===== src/design/jbbs_pkg.sv =====
// shared types and constants of the json block boundary scanner
`timescale 1ns / 1ps
package jbbs_pkg;

	localparam int COUNT_W = 16;
	localparam int DEPTH_W = 9;
	localparam logic [COUNT_W-1:0] COUNT_MAX = 16'hFFFF;
	localparam logic signed [DEPTH_W-1:0] DEPTH_MAX = 9'sd255;
	localparam logic signed [DEPTH_W-1:0] DEPTH_MIN = -9'sd1;
	localparam int QUEUE_DEPTH = 4;
	localparam int QUEUE_AW = 2;

	// one result item
	typedef struct packed {
		logic [COUNT_W-1:0] len;
		logic [COUNT_W-1:0] lead;
		logic               complete;
		logic               last;
	} result_t;

	// results produced by one accepted byte, r0 goes out first
	typedef struct packed {
		logic [1:0] n;
		result_t    r0;
		result_t    r1;
	} push_t;

endpackage


===== src/design/jbbs_core.sv =====
// scanner state and per-byte next-state logic
`timescale 1ns / 1ps
module jbbs_core import jbbs_pkg::*; (
	input  logic       clk,
	input  logic       arst_n,
	input  logic       accept,
	input  logic [7:0] data_byte,
	input  logic       end_of_data,
	output push_t      push
);

	localparam logic [7:0] CH_LBRACK = 8'h5B;
	localparam logic [7:0] CH_RBRACK = 8'h5D;
	localparam logic [7:0] CH_LBRACE = 8'h7B;
	localparam logic [7:0] CH_RBRACE = 8'h7D;
	localparam logic [7:0] CH_QUOTE  = 8'h22;
	localparam logic [7:0] CH_BSLASH = 8'h5C;

	typedef struct packed {
		logic signed [DEPTH_W-1:0] depth;
		logic                      in_str;
		logic                      in_word;
		logic                      esc;
		logic                      tok;
		logic [COUNT_W-1:0]        bc;
		logic [COUNT_W-1:0]        lc;
	} scan_state_t;

	scan_state_t state_q;
	scan_state_t st;
	scan_state_t state_d;
	logic        done;
	logic        emit_a;
	logic        ws;
	logic        ew;
	logic        fin_ok;
	result_t     res_a;
	result_t     res_b;

	function automatic logic is_ws(input logic [7:0] c);
		return c == 8'h20 || c == 8'h09 || c == 8'h0A || c == 8'h0B ||
			c == 8'h0C || c == 8'h0D;
	endfunction

	function automatic logic [COUNT_W-1:0] sat_inc(input logic [COUNT_W-1:0] v);
		return (v != COUNT_MAX) ? v + 1'b1 : v;
	endfunction

	function automatic logic signed [DEPTH_W-1:0] dep_up(input logic signed [DEPTH_W-1:0] d);
		return (d < DEPTH_MAX) ? d + 9'sd1 : d;
	endfunction

	function automatic logic signed [DEPTH_W-1:0] dep_dn(input logic signed [DEPTH_W-1:0] d);
		return (d > DEPTH_MIN) ? d - 9'sd1 : d;
	endfunction

	assign ws = is_ws(data_byte);
	assign ew = ws || data_byte == CH_LBRACK || data_byte == CH_RBRACK ||
		data_byte == CH_LBRACE || data_byte == CH_RBRACE || data_byte == CH_QUOTE;

	always_comb begin
		st = state_q;
		done = 1'b0;
		emit_a = 1'b0;
		res_a = '0;
		// a finished block swallows trailing whitespace, anything else closes it
		if (st.tok && st.depth <= 0) begin
			if (ws) begin
				st.bc = sat_inc(st.bc);
				done = 1'b1;
			end else begin
				emit_a = 1'b1;
				res_a.len = st.bc;
				res_a.lead = st.lc;
				res_a.complete = 1'b1;
				st = '0;
			end
		end
		if (!done && st.in_word) begin
			if (ew) begin
				// word ends, the same byte is looked at again
				st.in_word = 1'b0;
				st.depth = dep_dn(st.depth);
				if (st.tok && st.depth <= 0) begin
					if (ws) begin
						st.bc = sat_inc(st.bc);
						done = 1'b1;
					end else begin
						emit_a = 1'b1;
						res_a.len = st.bc;
						res_a.lead = st.lc;
						res_a.complete = 1'b1;
						st = '0;
					end
				end
			end else begin
				st.bc = sat_inc(st.bc);
				done = 1'b1;
			end
		end
		if (!done) begin
			st.bc = sat_inc(st.bc);
			if (st.esc) begin
				st.esc = 1'b0;
			end else if (ws) begin
				if (!st.tok) begin
					st.lc = sat_inc(st.lc);
				end
			end else if (st.in_str) begin
				if (data_byte == CH_BSLASH) begin
					st.esc = 1'b1;
				end else if (data_byte == CH_QUOTE) begin
					st.in_str = 1'b0;
					st.depth = dep_dn(st.depth);
				end
			end else begin
				st.tok = 1'b1;
				priority if (data_byte == CH_LBRACK || data_byte == CH_LBRACE) begin
					st.depth = dep_up(st.depth);
				end else if (data_byte == CH_RBRACK || data_byte == CH_RBRACE) begin
					st.depth = dep_dn(st.depth);
				end else if (data_byte == CH_QUOTE) begin
					st.in_str = 1'b1;
					st.depth = dep_up(st.depth);
				end else begin
					st.in_word = 1'b1;
					st.depth = dep_up(st.depth);
				end
			end
		end
		// end of data closes whatever is open
		fin_ok = !st.tok || st.depth <= 0 || (st.in_word && st.depth == 9'sd1);
		res_b.len = st.bc;
		res_b.lead = st.lc;
		res_b.complete = fin_ok;
		res_b.last = 1'b1;
		state_d = end_of_data ? '0 : st;

		push = '0;
		if (accept) begin
			unique case ({emit_a, end_of_data})
				2'b11: begin
					push.n = 2'd2;
					push.r0 = res_a;
					push.r1 = res_b;
				end
				2'b10: begin
					push.n = 2'd1;
					push.r0 = res_a;
					push.r0.last = 1'b1;
				end
				2'b01: begin
					push.n = 2'd1;
					push.r0 = res_b;
				end
				default: begin
					push.n = 2'd0;
				end
			endcase
		end
	end

	always_ff @(posedge clk or negedge arst_n) begin
		if (!arst_n) begin
			state_q <= '0;
		end else if (accept) begin
			state_q <= state_d;
		end
	end

	a_depth_range: assert property (@(posedge clk) disable iff (!arst_n)
		state_q.depth >= DEPTH_MIN)
		else $error("nesting depth below -1");

	a_clear_after_end: assert property (@(posedge clk) disable iff (!arst_n)
		accept && end_of_data |=> state_q.bc == '0 && !state_q.tok && state_q.depth == '0)
		else $error("state not cleared after end of data");

	a_escape_in_string: assert property (@(posedge clk) disable iff (!arst_n)
		state_q.esc |-> state_q.in_str && !state_q.in_word)
		else $error("escape pending outside a string");

endmodule


===== src/design/jbbs_outq.sv =====
// four-entry result queue taking up to two results per cycle
`timescale 1ns / 1ps
module jbbs_outq import jbbs_pkg::*; (
	input  logic    clk,
	input  logic    arst_n,
	input  push_t   push,
	output logic    space,
	output logic    out_valid,
	input  logic    out_ready,
	output result_t out_item
);

	result_t             mem_q [QUEUE_DEPTH];
	logic [QUEUE_AW-1:0] wr_ptr_q;
	logic [QUEUE_AW-1:0] rd_ptr_q;
	logic [QUEUE_AW:0]   cnt_q;
	logic                pop;

	assign out_valid = cnt_q != '0;
	assign out_item = mem_q[rd_ptr_q];
	assign pop = out_valid && out_ready;
	// room for the worst case of two results
	assign space = cnt_q <= (QUEUE_AW + 1)'(QUEUE_DEPTH - 2);

	always_ff @(posedge clk) begin
		if (push.n != 2'd0) begin
			mem_q[wr_ptr_q] <= push.r0;
		end
		if (push.n == 2'd2) begin
			mem_q[wr_ptr_q + 1'b1] <= push.r1;
		end
	end

	always_ff @(posedge clk or negedge arst_n) begin
		if (!arst_n) begin
			wr_ptr_q <= '0;
			rd_ptr_q <= '0;
			cnt_q <= '0;
		end else begin
			wr_ptr_q <= wr_ptr_q + QUEUE_AW'(push.n);
			if (pop) begin
				rd_ptr_q <= rd_ptr_q + 1'b1;
			end
			cnt_q <= cnt_q + (QUEUE_AW + 1)'(push.n) - (QUEUE_AW + 1)'(pop);
		end
	end

	a_no_overflow: assert property (@(posedge clk) disable iff (!arst_n)
		cnt_q <= (QUEUE_AW + 1)'(QUEUE_DEPTH))
		else $error("result queue overflow");

	a_push_needs_space: assert property (@(posedge clk) disable iff (!arst_n)
		push.n != 2'd0 |-> $past(cnt_q) == cnt_q || cnt_q <= (QUEUE_AW + 1)'(QUEUE_DEPTH - 2))
		else $error("push into a queue without room");

	a_count_step: assert property (@(posedge clk) disable iff (!arst_n)
		push.n == 2'd0 && !pop |=> $stable(cnt_q))
		else $error("queue count moved without a transaction");

endmodule


===== src/design/json_block_boundary_scanner.sv =====
// top level of the json block boundary scanner
//
// channel  dir  tdata                                    tuser       tlast
// s_*      in   [7:0] data_byte                          -           end_of_data
// m_*      out  [15:0] block_length, [31:16] lead spaces [0] complete last_of_run
//
// one byte per cycle; the byte updates the scan state in the cycle it is taken
// results leave one per cycle while m_tready is high, from a four-entry queue,
// so a byte that both closes a block and ends the data pushes two results
// s_tready drops while fewer than two queue slots are free
// arst_n clears the scan state and empties the queue
`timescale 1ns / 1ps
module json_block_boundary_scanner import jbbs_pkg::*; (
	input  logic        clk,
	input  logic        arst_n,
	input  logic        s_tvalid,
	output logic        s_tready,
	input  logic [7:0]  s_tdata,  // [7:0] data_byte
	input  logic        s_tlast,
	output logic        m_tvalid,
	input  logic        m_tready,
	output logic [31:0] m_tdata,  // [15:0] block_length, [31:16] leading_spaces
	output logic        m_tuser,  // [0] complete
	output logic        m_tlast
);

	push_t   push;
	result_t head;
	logic    space;

	assign s_tready = space;

	jbbs_core u_core (
		.clk         (clk),
		.arst_n      (arst_n),
		.accept      (s_tvalid && space),
		.data_byte   (s_tdata),
		.end_of_data (s_tlast),
		.push        (push)
	);

	jbbs_outq u_outq (
		.clk       (clk),
		.arst_n    (arst_n),
		.push      (push),
		.space     (space),
		.out_valid (m_tvalid),
		.out_ready (m_tready),
		.out_item  (head)
	);

	assign m_tdata = {head.lead, head.len};
	assign m_tuser = head.complete;
	assign m_tlast = head.last;

endmodule


===== config.mk =====
export PLATFORM = sky130hd
export DESIGN_NAME = json_block_boundary_scanner
export DESIGN_NICKNAME = d
export VERILOG_FILES = /design/src/design/jbbs_pkg.sv /design/src/design/jbbs_core.sv /design/src/design/jbbs_outq.sv /design/src/design/json_block_boundary_scanner.sv
export SDC_FILE = /design/constraint.sdc
export NUM_CORES = 1
export LEC_CHECK = 0
export ABC_CLOCK_PERIOD_IN_PS = 13600
export BUFFER_PORTS_ARGS = -buffer_cell sky130_fd_sc_hd__buf_2
export CAP_MARGIN = 20
export CORE_ASPECT_RATIO = 1.75
export CORE_MARGIN = 5
export CORE_UTILIZATION = 25
export DETAILED_ROUTE_END_ITERATION = 8
export SYNTH_ARGS = -nofsm -noshare
export SYNTH_HDL_FRONTEND = slang
export SYNTH_SLANG_ARGS = --single-unit

===== constraint.sdc =====
create_clock -name clk -period 13.6 [get_ports clk]
set_input_delay 2.72 -clock clk [delete_from_list [all_inputs] [get_ports clk]]
set_output_delay 2.72 -clock clk [all_outputs]
set_load 0.01 [all_outputs]

**Yosys cells after proc, flatten, opt, wreduce, memory -nomap -nowiden**

Memory sizes are Yosys's and may differ from the RTL's.
Cells that the tools add are included.
Widths: inputs -> output; s select.

- $lt $le $gt $ge: 7
- Reduce and logical (&&, ||, !) cells: 25
- Divide/modulo/power cells: 0
- Shift-type cells: 0
- $add $sub $neg: 12
- Multipliers: 0
- Bitwise gates (word level): 0
- Eq/ne operators: 21
- Mux-type cells: 67

Operators by type and width:

| cell | number |
|---|---|
| $mux 45 | 5 |
| $mux 16 | 13 |
| $mux 33 | 6 |
| $pmux 34 s3 | 1 |
| $mux 70 | 1 |
| $add 16x1->16 const B | 4 |
| $ne 16x16->1 const B | 4 |
| $mux 13 | 4 |
| $mux 9 | 5 |
| $eq 8x4->1 const B | 5 |
| $eq 8x7->1 const B | 5 |
| $mux 34 | 1 |
| $mux 10 | 3 |
| $le 9x1->1 const B | 3 |
| $mux 1 | 24 |
| $gt 9x1->1 const B | 2 |
| $sub 9x2->9 const B | 2 |
| $eq 8x6->1 const B | 2 |
| $logic_or 1x1->1 | 14 |
| $mux 11 | 1 |
| $add 9x2->9 const B | 1 |
| $eq 9x2->1 const B | 1 |
| $lt 9x9->1 const B | 1 |
| $eq 2x2->1 const B | 3 |
| other kinds (13) | 21 |

- Word-level logic and storage cells: 143
- Register bits after elaboration: 52
- ROM bits: 0
- Memories kept: 1
- RAM bits: 136
- Output and inout bits: 36
- Latch bits: 0

Memory list:

| name | words | width | read ports | clocked after Yosys merged registers in | wr ports | RTL line | text |
|---|---|---|---|---|---|---|---|
| u_outq.mem_q | 4 | 34 | 1 | 0 | 2 | jbbs_outq.sv:13 | `result_t mem_q [QUEUE_DEPTH];` |

**Logic depth before layout (Yosys ltp)**

- Depth after elaboration: 31
- Mapped depth: 32

**Cells and area by module**

From an unflattened synthesis, not the netlist that was laid out.

- Cell total of the unflattened synthesis: 1296
- Area total of the unflattened synthesis: 13625.6 µm²

By module, submodules not included:

| module | seq. area each (µm²) | area an instance (µm²) | instances | cells an instance |
|---|---|---|---|---|
| jbbs_outq | 4259.1 | 7011.7 | 1 | 369 |
| jbbs_core | 1126.1 | 6607.6 | 1 | 926 |
| json_block_boundary_scanner | 0.0 | 6.3 | 1 | 1 |

**Worst setup path after synthesis**

OpenSTA, ideal clock, no wires.

- Kind: input to register
- From: in s_tdata[1]
- To: mem u_outq.mem_q[2][0] (netlist name) (enable)
- Buffers on the path: 7
- Setup slack: 4065 ps
- Cell stages on the path: 22
- Arrival time: 9098 ps
- Cells stage by stage: buf_2 -> and3b_1 -> o21ai_1 -> nand2_4 -> buf_6 -> nor2_1 -> clkbuf_1 -> clkbuf_1 -> nor2_1 -> ha_1 -> nand2b_1 -> o311ai_0 -> o2111a_1 -> o2111ai_1 -> nand2_1 -> clkbuf_1 -> clkbuf_1 -> ha_1 -> clkbuf_1 -> a21oi_1 -> nand2_1 -> a21oi_1

RTL lines:

| what | RTL line | text |
|---|---|---|
| start: declaration | json_block_boundary_scanner.sv:18 | `input logic [7:0] s_tdata,` |
| end: declaration | jbbs_outq.sv:13 |  |

==> reports/qor.txt <==
================================================================================
Result of the run                                                   complete, no violations
Final total negative setup slack                                            0 ps
Total cell area at the placement stage                               0.0134 mm^2
Number of nets in the layout                                                1334
Reg-to-Reg Start                                                    u_core.state_q[42]
Flop-to-flop setup slack                                                 5900 ps
Number of flops mapped to enable cells by yosys                              136
Layout area overhead                                                       11.8%
Routed vias                                                                11100
CTS Buf Count                                                                 17
Setup Fix Bufs, Post-CTS                                                       0
Number of antenna violations at the first check in global routing              0
Maximum number of buffers from clock root to sink                              2
Starting utilization of the core area                                      0.253
Tmin final                                                               9970 ps
Placed wire-length estimate after detailed placement                     33.2 mm
Net count after synthesis                                                   1343
Die Outline Area                                                     0.0549 mm^2
CTS sink cnt                                                                 188
Fraction of final layout cells sized beyond drive strength 1               0.132
Largest net degree at the start of global routing                             64
Wire length of the first global-routing pass                             66.2 mm
R2R depth                                                                     26
Clock-pin slew on the worst setup and hold paths                           70 ps
Kind of start point of the critical path                            primary input
Core region area                                                     0.0496 mm^2
Critical Path RT                                                        13800 ps
Synth Instances                                                             1313
Count of port buffers added during placement                                  48
Pleak                                                                    4.71 nW
Later-pin clock latency in the skew report                                450 ps
Final weighted congestion in routability-driven placement                  0.963
Average cell area after synthesis                                      9.55 um^2
Tot GR Track Use                                                           0.156
Clock tree from TritonCTS                                                   done
Io pins                                                                       49
VDD IR max                                                           0.0000764 V
Transition time at the pin with the least slew margin                    1160 ps
Share of flip-flops with an asynchronous set or reset                      0.277
Netlist area before placement                                        0.0125 mm^2
Number of hold violations in the final report                                  0
Global-route congestion overflow total                                         0
Worst reg2reg path endpoint                                         u_outq.mem_q[3][12]
Site Rows                                                                    108
Dpl ws                                                                   3280 ps
Synth warn                                                                     0
Final Max Slew Viols                                                           0
Smallest hold slack                                                       504 ps
Total length of routed wires                                             43.3 mm
Arrival time at the worst endpoint                                      10180 ps
Root cell of the clock tree                                         sky130_fd_sc_hd__clkbuf_16
Most common flop cell mapped by yosys                               sky130_fd_sc_hd__edfxtp_1
Tightest slew margin relative to the limit                                 0.224
Clock H-tree levels                                                            4
Critical Path End                                                   u_outq.mem_q[3][12]
Post-route antenna net violation count                                         0
Iteration-0 DRC Markers                                                      939
Via-to-Cell Ratio                                                           5.64
Post-detailed-route wirelength per cell                                  21.9 um
Unrepaired setup endpoints after global routing                               no
Vert. Die Dim                                                             306 um
Min setup slack post-route                                               3630 ps
Total setup violations reported at the end of the flow                         0
Final Instance Area                                                  0.0140 mm^2
Worst Skew                                                               11.6 ps
Sequential cell area fraction in the yosys report                          0.429
Final period util                                                          0.733
Utilization of the core after routing                                      0.283
Post-CTS Hold Buffers                                                          0
Number of gates resized after CTS                                              0
Remaining routing DRC violations                                               0
Via count of the first global-routing pass                                 11100
Startpoint of the most critical setup path                            s_tdata[1]
Die width                                                                 179 um
Worst min-delay path class                                          flip-flop to flip-flop
Nature of the critical path endpoint                                   flip-flop
Ratio of total power to cell area                                    162 mW/mm^2
Max FO, Critical Path                                                         26
Detailed-routing iteration count for the pre-antenna-repair pass               7
Critical setup path kind                                            primary input to flip-flop
Synth unique cells                                                            87
Flip-flop and latch count after synthesis                                    188
Max frequency                                                            100 MHz
Max Cap Viol                                                                   0
================================================================================
## metrics by stage
stage / std cells / power (mW)
after floorplan: 1313 / 1.41
after global placement: 1944 / 1.75
after detailed placement: 1944 / 1.77
after CTS: 1976 / 2.27
after global routing: 1977 / 2.39
final: 1978 / 2.26
## power by group
group	total [mW]	switching, mW	internal, mW
Clock	0.513	0.235	0.278
Sequential	0.744	0.0609	0.683
Combinational	1.01	0.672	0.335
Total	2.26	0.968	1.30
## sequential cells by signal (all words and copies together) (netlist names)
name / cells
u_outq.wr_ptr_q: 2
u_outq.rd_ptr_q: 2
u_outq.mem_q: 136
u_outq.cnt_q: 3
u_core.state_q: 45
## worst max-delay path, stage by stage
cell and delay [ps]:
sky130_fd_sc_hd__buf_2 170, sky130_fd_sc_hd__and3b_1 210, sky130_fd_sc_hd__o21ai_1 710, sky130_fd_sc_hd__nand4_1 670, sky130_fd_sc_hd__and2_1 410, sky130_fd_sc_hd__ha_1 170, sky130_fd_sc_hd__nand2b_1 140, sky130_fd_sc_hd__o311ai_0 430
sky130_fd_sc_hd__o2111a_1 340, sky130_fd_sc_hd__o2111ai_1 130, sky130_fd_sc_hd__buf_4 220, sky130_fd_sc_hd__nand2_1 80, sky130_fd_sc_hd__buf_4 300, sky130_fd_sc_hd__inv_1 400, sky130_fd_sc_hd__nand2_1 290, sky130_fd_sc_hd__inv_1 70
sky130_fd_sc_hd__ha_1 260, sky130_fd_sc_hd__nand3_1 140, sky130_fd_sc_hd__or2_2 130, sky130_fd_sc_hd__nor3_1 50, sky130_fd_sc_hd__nor2_1 590, sky130_fd_sc_hd__nand4_1 320, sky130_fd_sc_hd__nor3_1 480, sky130_fd_sc_hd__nor2_1 120
sky130_fd_sc_hd__o21ai_0 320, sky130_fd_sc_hd__nor2_1 90, sky130_fd_sc_hd__a21o_1 170
## final cells by class
class                      count  area (um^2)
fill                        5186        35600
multi-input combinational   1000         6680
sequential                   188         5390
tap                          660          826
clock buffer                  17          425
timing repair buffer          71          410
clock inverter                15          180
inverter                      26         97.6
antenna                        1         2.50
## metal layers
metal / global-route usage / vias to the layer above / part of all wire
met4: 0.0945 / 0 / 0.061
met5: 0 / - / 0
met2: 0.288 / 493 / 0.54
met3: 0.0166 / 114 / 0.048
li1: - / 5090 / -
met1: 0.166 / 5452 / 0.35
## kinds of logic after synthesis
family | Yosys count | share of synthesized area
AO/OA/AOI/OAI | 438 | 0.241
adder cells (fa/ha/maj) | 17 | 0.0176
multiplexers | 44 | 0.0694
flip-flops | 188 | 0.429
AND/OR/NAND/NOR | 474 | 0.183
buffers and inverters | 125 | 0.0406
XOR/XNOR | 27 | 0.0189
## synth_stat cells (7+ instances only)
master,n,area [um^2]
sky130_fd_sc_hd__a211oi_1,12,90.1
sky130_fd_sc_hd__a21o_1,23,173
sky130_fd_sc_hd__a21oi_1,39,195
sky130_fd_sc_hd__a22o_1,44,385
sky130_fd_sc_hd__a22oi_1,7,52.6
sky130_fd_sc_hd__a31oi_1,16,100
sky130_fd_sc_hd__and2_1,11,68.8
sky130_fd_sc_hd__and3_1,15,93.8
sky130_fd_sc_hd__buf_2,8,40.0
sky130_fd_sc_hd__clkbuf_1,80,300
sky130_fd_sc_hd__dfrtp_1,52,1300
sky130_fd_sc_hd__edfxtp_1,136,4080
sky130_fd_sc_hd__ha_1,16,200
sky130_fd_sc_hd__inv_1,26,97.6
sky130_fd_sc_hd__mux2i_1,7,70.1
sky130_fd_sc_hd__mux4_2,34,766
sky130_fd_sc_hd__nand2_1,182,683
sky130_fd_sc_hd__nand2b_1,11,68.8
sky130_fd_sc_hd__nand3_1,35,175
sky130_fd_sc_hd__nand4_1,22,138
sky130_fd_sc_hd__nor2_1,82,308
sky130_fd_sc_hd__nor3_1,42,210
sky130_fd_sc_hd__nor4_1,16,100
sky130_fd_sc_hd__o211ai_1,11,82.6
sky130_fd_sc_hd__o21a_1,10,75.1
sky130_fd_sc_hd__o21ai_0,89,445
sky130_fd_sc_hd__o21ai_1,10,50.1
sky130_fd_sc_hd__o22ai_1,86,538
sky130_fd_sc_hd__o31ai_1,20,150
sky130_fd_sc_hd__or2_2,7,43.8
sky130_fd_sc_hd__or3_1,16,100
sky130_fd_sc_hd__xnor2_1,12,105
sky130_fd_sc_hd__xor2_1,15,131
## worst min path at each step
stage	slack, ps	cells after the start	endpoint	startpoint
finish	500	1	u_outq.cnt_q[2]	u_outq.cnt_q[2]
global route	540	1	u_outq.cnt_q[2]	u_outq.cnt_q[2]
CTS	510	1	u_outq.cnt_q[2]	u_outq.cnt_q[2]
detailed placement	500	1	u_outq.cnt_q[2]	u_outq.cnt_q[2]
global placement	480	1	u_outq.cnt_q[2]	u_outq.cnt_q[2]
floorplan	460	1	u_outq.cnt_q[2]	u_outq.cnt_q[2]
## layout by cell type (no fill, tap or decap), drive strengths merged, types with 15 or more instances in the layout
| master | synthesis | layout |
|---|---|---|
| nand2 | 183 | 183 |
| edfxtp | 136 | 136 |
| o21ai | 100 | 100 |
| o22ai | 86 | 86 |
| nor2 | 82 | 82 |
| buf | 19 | 70 |
| dfrtp | 52 | 52 |
| a22o | 44 | 44 |
| nor3 | 42 | 42 |
| a21oi | 42 | 42 |
| nand3 | 35 | 35 |
| mux4 | 34 | 34 |
| inv | 26 | 32 |
| a21o | 23 | 23 |
| nand4 | 23 | 23 |
| o31ai | 20 | 20 |
| clkbuf | 80 | 18 |
| nor4 | 17 | 17 |
| or3 | 16 | 16 |
| a31oi | 16 | 16 |
| ha | 16 | 16 |
| xor2 | 15 | 15 |
| and3 | 15 | 15 |
Note: power is estimated with default switching activity, not from simulation.
